--- config.mk ---
export PLATFORM = sky130hd
export DESIGN_NAME = chm_cross
export DESIGN_NICKNAME = d
export VERILOG_FILES = /design/src/design/chm_pkg.sv /design/src/design/chm_cross.sv
export SDC_FILE = /design/constraint.sdc
export NUM_CORES = 2
export LEC_CHECK = 0
export BUFFER_PORTS_ARGS = -buffer_cell sky130_fd_sc_hd__buf_2
export CORE_MARGIN = 8
export CORE_UTILIZATION = 45
export CTS_BUF_LIST = sky130_fd_sc_hd__clkbuf_8
export DETAILED_ROUTE_END_ITERATION = 16
export PLACE_DENSITY = 0.66
export REMOVE_ABC_BUFFERS = 1
export SYNTH_ARGS = -nofsm -noshare
export SYNTH_HDL_FRONTEND = slang
export SYNTH_SLANG_ARGS = --single-unit
export TNS_END_PERCENT = 20
--- constraint.sdc ---
create_clock -name clk -period 25.6 [get_ports clk]
set_input_delay 1.28 -clock clk [delete_from_list [all_inputs] [get_ports clk]]
set_output_delay 1.28 -clock clk [all_outputs]
set_load 0.05 [all_outputs]
--- src/design/chm_pkg.sv ---
// Shared types and constants for the monotone chain hull block.
`timescale 1ns / 1ps
package chm_pkg;
  localparam int unsigned CoordW = 16;
  localparam int unsigned SmallSet = 3;
  typedef logic signed [CoordW-1:0] coord_t;
  typedef struct packed {
    coord_t x;
    coord_t y;
  } point_t;

  // Cross product sign test: true when (a-o) x (b-o) <= 0.
  typedef logic signed [CoordW:0] diff_t;
  typedef logic signed [2*CoordW+1:0] prod_t;
endpackage

--- src/design/chm_cross.sv ---
// Two-stage cross product unit: multiply, register, subtract and compare.
`timescale 1ns / 1ps
module chm_cross (
  input  logic           clk,
  input  chm_pkg::point_t o,
  input  chm_pkg::point_t a,
  input  chm_pkg::point_t b,
  output logic           non_left
);
  import chm_pkg::*;
  diff_t ax, ay, bx, by;
  prod_t p1_r, p2_r;
  prod_t p1_nxt, p2_nxt;
  logic signed [2*CoordW+2:0] d;
  always_comb begin
    ax = diff_t'(a.x) - diff_t'(o.x);
    ay = diff_t'(a.y) - diff_t'(o.y);
    bx = diff_t'(b.x) - diff_t'(o.x);
    by = diff_t'(b.y) - diff_t'(o.y);
    p1_nxt = prod_t'(ax) * prod_t'(by);
    p2_nxt = prod_t'(ay) * prod_t'(bx);
  end
  always_ff @(posedge clk) begin
    p1_r <= p1_nxt;
    p2_r <= p2_nxt;
  end
  assign d = (2*CoordW+3)'(p1_r) - (2*CoordW+3)'(p2_r);
  assign non_left = (d[2*CoordW+2] == 1'b1) || (d == '0);
endmodule

==> impl_results.md <==
* Total track usage at 23.4%
* Setup repair bufs after CTS at 0
* Asr flop ratio synth at 0%
* Post-synthesis register bit count at 68
* Hold-fix buffers, CTS at 0
* RSZ-0062 raised after global routing: no
* Syn Area/Cell at 8.57 um2
* Die ar. at 70400 um2
* Area grow syn2layout at 6.71%
* Post-CTS sizing at 0
* H-tree depth at 3
* WL per Instance at 19.2 um
* WHS Endpoint: p1_r[0]$_DFF_P_
* Yosys warnings at 0
* Primary FF master, synth: dfxtp_1
* CP most frequent cell: fa_1
* Total vias in the final route at 22300
* Die width at 265 um
* Final GP Congestion at 0.992
* Vias in the first global route at 23200
* Clock buffer depth at 2
* Routed Antenna Nets at 0
* Chip height at 265 um
* DR vias/cell at 5.33
* Overflow after GRT at 0
* Worst slew pin tran at 1.29 ns
* HP Start: o[0]
* Crit path max fanout at 8
* Clk slew on worst S/H paths at 0.08 ns
* Drt initial violations at 1576
* Hold WC Path Type: primary input to flop
* Final nets at 4309
* Largest area contributor in the netlist: fa_1
* Buf+Inv Stages, Crit Path at 6
* Setup_tns at 0 ns
* MaxCap Viol Count at 0
* Share of post-route cells with drive strength above 1 at 6.24%
* Top Ports at 98
* First-pass GRT wire length at 129000 um
* Drt total wl at 80400 um
* Seq/Total Area, Yosys at 4.87%
* Ranking of synthesized cells by area: fa_1 (43%), ha_1 (12%), inv_1 (9.9%)
* TritonCTS Buffers at 9
* Hold Crit Depth at 4
* Layout Cell Area excl Fill at 29800 um2
* Max Clk Rate at 0.0996 GHz
* Setup crit start kind: primary input
* Placed Area at 29600 um2
* Initial core utilization at 45.4%
* # port buffers at 97
* Fin crit period at 10.04 ns
* Max-slew headroom at 13.4%
* Worst setup path class: primary input to flop
* Largest net degree at the start of global routing at 19
* Crit path required time at 25.84 ns
* Crit path capture type: flop
* CTS root buf: clkbuf_8
* Delay-heaviest family, CP: compound AO/OA/AOI/OAI gates
* Post-synth top area share at 42.8%
* Status: finished clean
* Std-Cell Rows at 91
* Core Region at 61600 um2
* TritonRoute pass-1 iters at 8
* Worst path max stage delay at 0.73 ns
* CP Depth at 35
* Final hold vios at 0
* Drt drc at 0
* Clock tree from TritonCTS: built
* Final setup violating endpoints at 0
* Syn Inst Count at 3264
* HPWL Detailed at 69600 um
* Number of synthesized flops with an enable pin at 0
* Initial antenna violation count at 4
* Fin crit share at 39.2%
* Arrival time at the worst endpoint at 10.28 ns
* CTS Sinks at 68
* CP max stage cell: fa_1
* Synth cell types at 71
* Synthesized area at 28000 um2
* Fin. max-slew vios at 0
## logic make-up (layout without fill, tap and decap cells)
family | after synthesis | in the layout | synth area share (%)
buffers and inverters | 822 | 910 | 11.1
multiplexers | 13 | 13 | 0.470
other | 0 | 2 | 0
adder cells (fa/ha/maj) | 865 | 865 | 54.7
AND/OR/NAND/NOR | 980 | 980 | 15.6
XOR/XNOR | 142 | 142 | 4.45
flip-flops | 68 | 68 | 4.87
AO/OA/AOI/OAI | 374 | 374 | 8.80
## per-stage QoR
step                      hold WS, ns  worst slack (ns)  cells  utilization, %
after global routing             1.57             14.99   4190            48.4
after CTS                        1.54             15.65   4189            48.4
final                            1.56             15.56   4191            48.5
after global placement           1.93             15.41   4173            48.1
after floorplan                  1.72             16.14   3182               -
after detailed placement         1.95             15.28   4173            48.1
## cell type report
cell class	instances	area (um2)
Clock buffer	11	151
Multi-Input combinational cell	2374	23500
Inverter	740	2780
Fill cell	5991	31800
Sequential cell	68	1360
Timing Repair Buffer	154	913
Antenna cell	2	5.00
Clock inverter	5	58.8
Tap cell	837	1050
## per-layer routing
| layer | track usage [%] | part of all wire [%] | vias to the layer above |
|---|---|---|---|
| li1 | - | - | 10200 |
| met1 | 31.9 | 43 | 11200 |
| met2 | 38.3 | 46 | 852 |
| met3 | 4.35 | 7.8 | 124 |
| met4 | 5.78 | 2.6 | 0 |
| met5 | 0 | 0 | - |
## cell usage in the layout (no fill, tap or decap), types with 39 or more instances in the layout
cell type	count
fa_1	598
nand3_1	39
a21oi_1	100
buf_2	97
nor2b_1	50
xnor2_1	102
nor2_1	307
and2_1	39
ha_1	267
buf_4	57
o21ai_0	68
dfxtp_1	68
nor3_1	42
nand2_1	374
inv_1	738
## synthesized netlist by cell type (all sizes together) (5+ instances only)
library cell / number
a2111oi: 6
a211oi: 11
a21boi: 13
a21o: 37
a21oi: 101
a31o: 5
a31oi: 14
and2: 39
and3: 10
buf: 8
clkbuf: 74
dfxtp: 68
fa: 598
ha: 267
inv: 740
mux2i: 12
nand2: 374
nand2b: 37
nand3: 39
nand3b: 5
nand4: 15
nor2: 307
nor2b: 50
nor3: 42
nor3b: 7
nor4: 5
o2111ai: 7
o211ai: 11
o21a: 24
o21ai: 77
o21bai: 16
o22ai: 7
o31ai: 8
or2: 21
or3: 22
xnor2: 103
xor2: 39
## worst max path at each step
stage,startpoint,end,slack [ns]
after floorplan,a[0],p2_r[32]$_DFF_P_,16.14
after global placement,o[0],p2_r[33]$_DFF_P_,15.41
after detailed placement,a[0],p2_r[33]$_DFF_P_,15.28
after CTS,a[0],p2_r[33]$_DFF_P_,15.65
after global routing,a[0],p2_r[33]$_DFF_P_,14.99
final,o[0],p2_r[33]$_DFF_P_,15.56
## sequential cells by signal, indices dropped and copies added, names as in the netlist
signal  cells
p1_r       34
p2_r       34
Power is left out: the tool's default activity adds up to more than one toggle a clock period on the data nets, which glitch-free logic cannot reach.
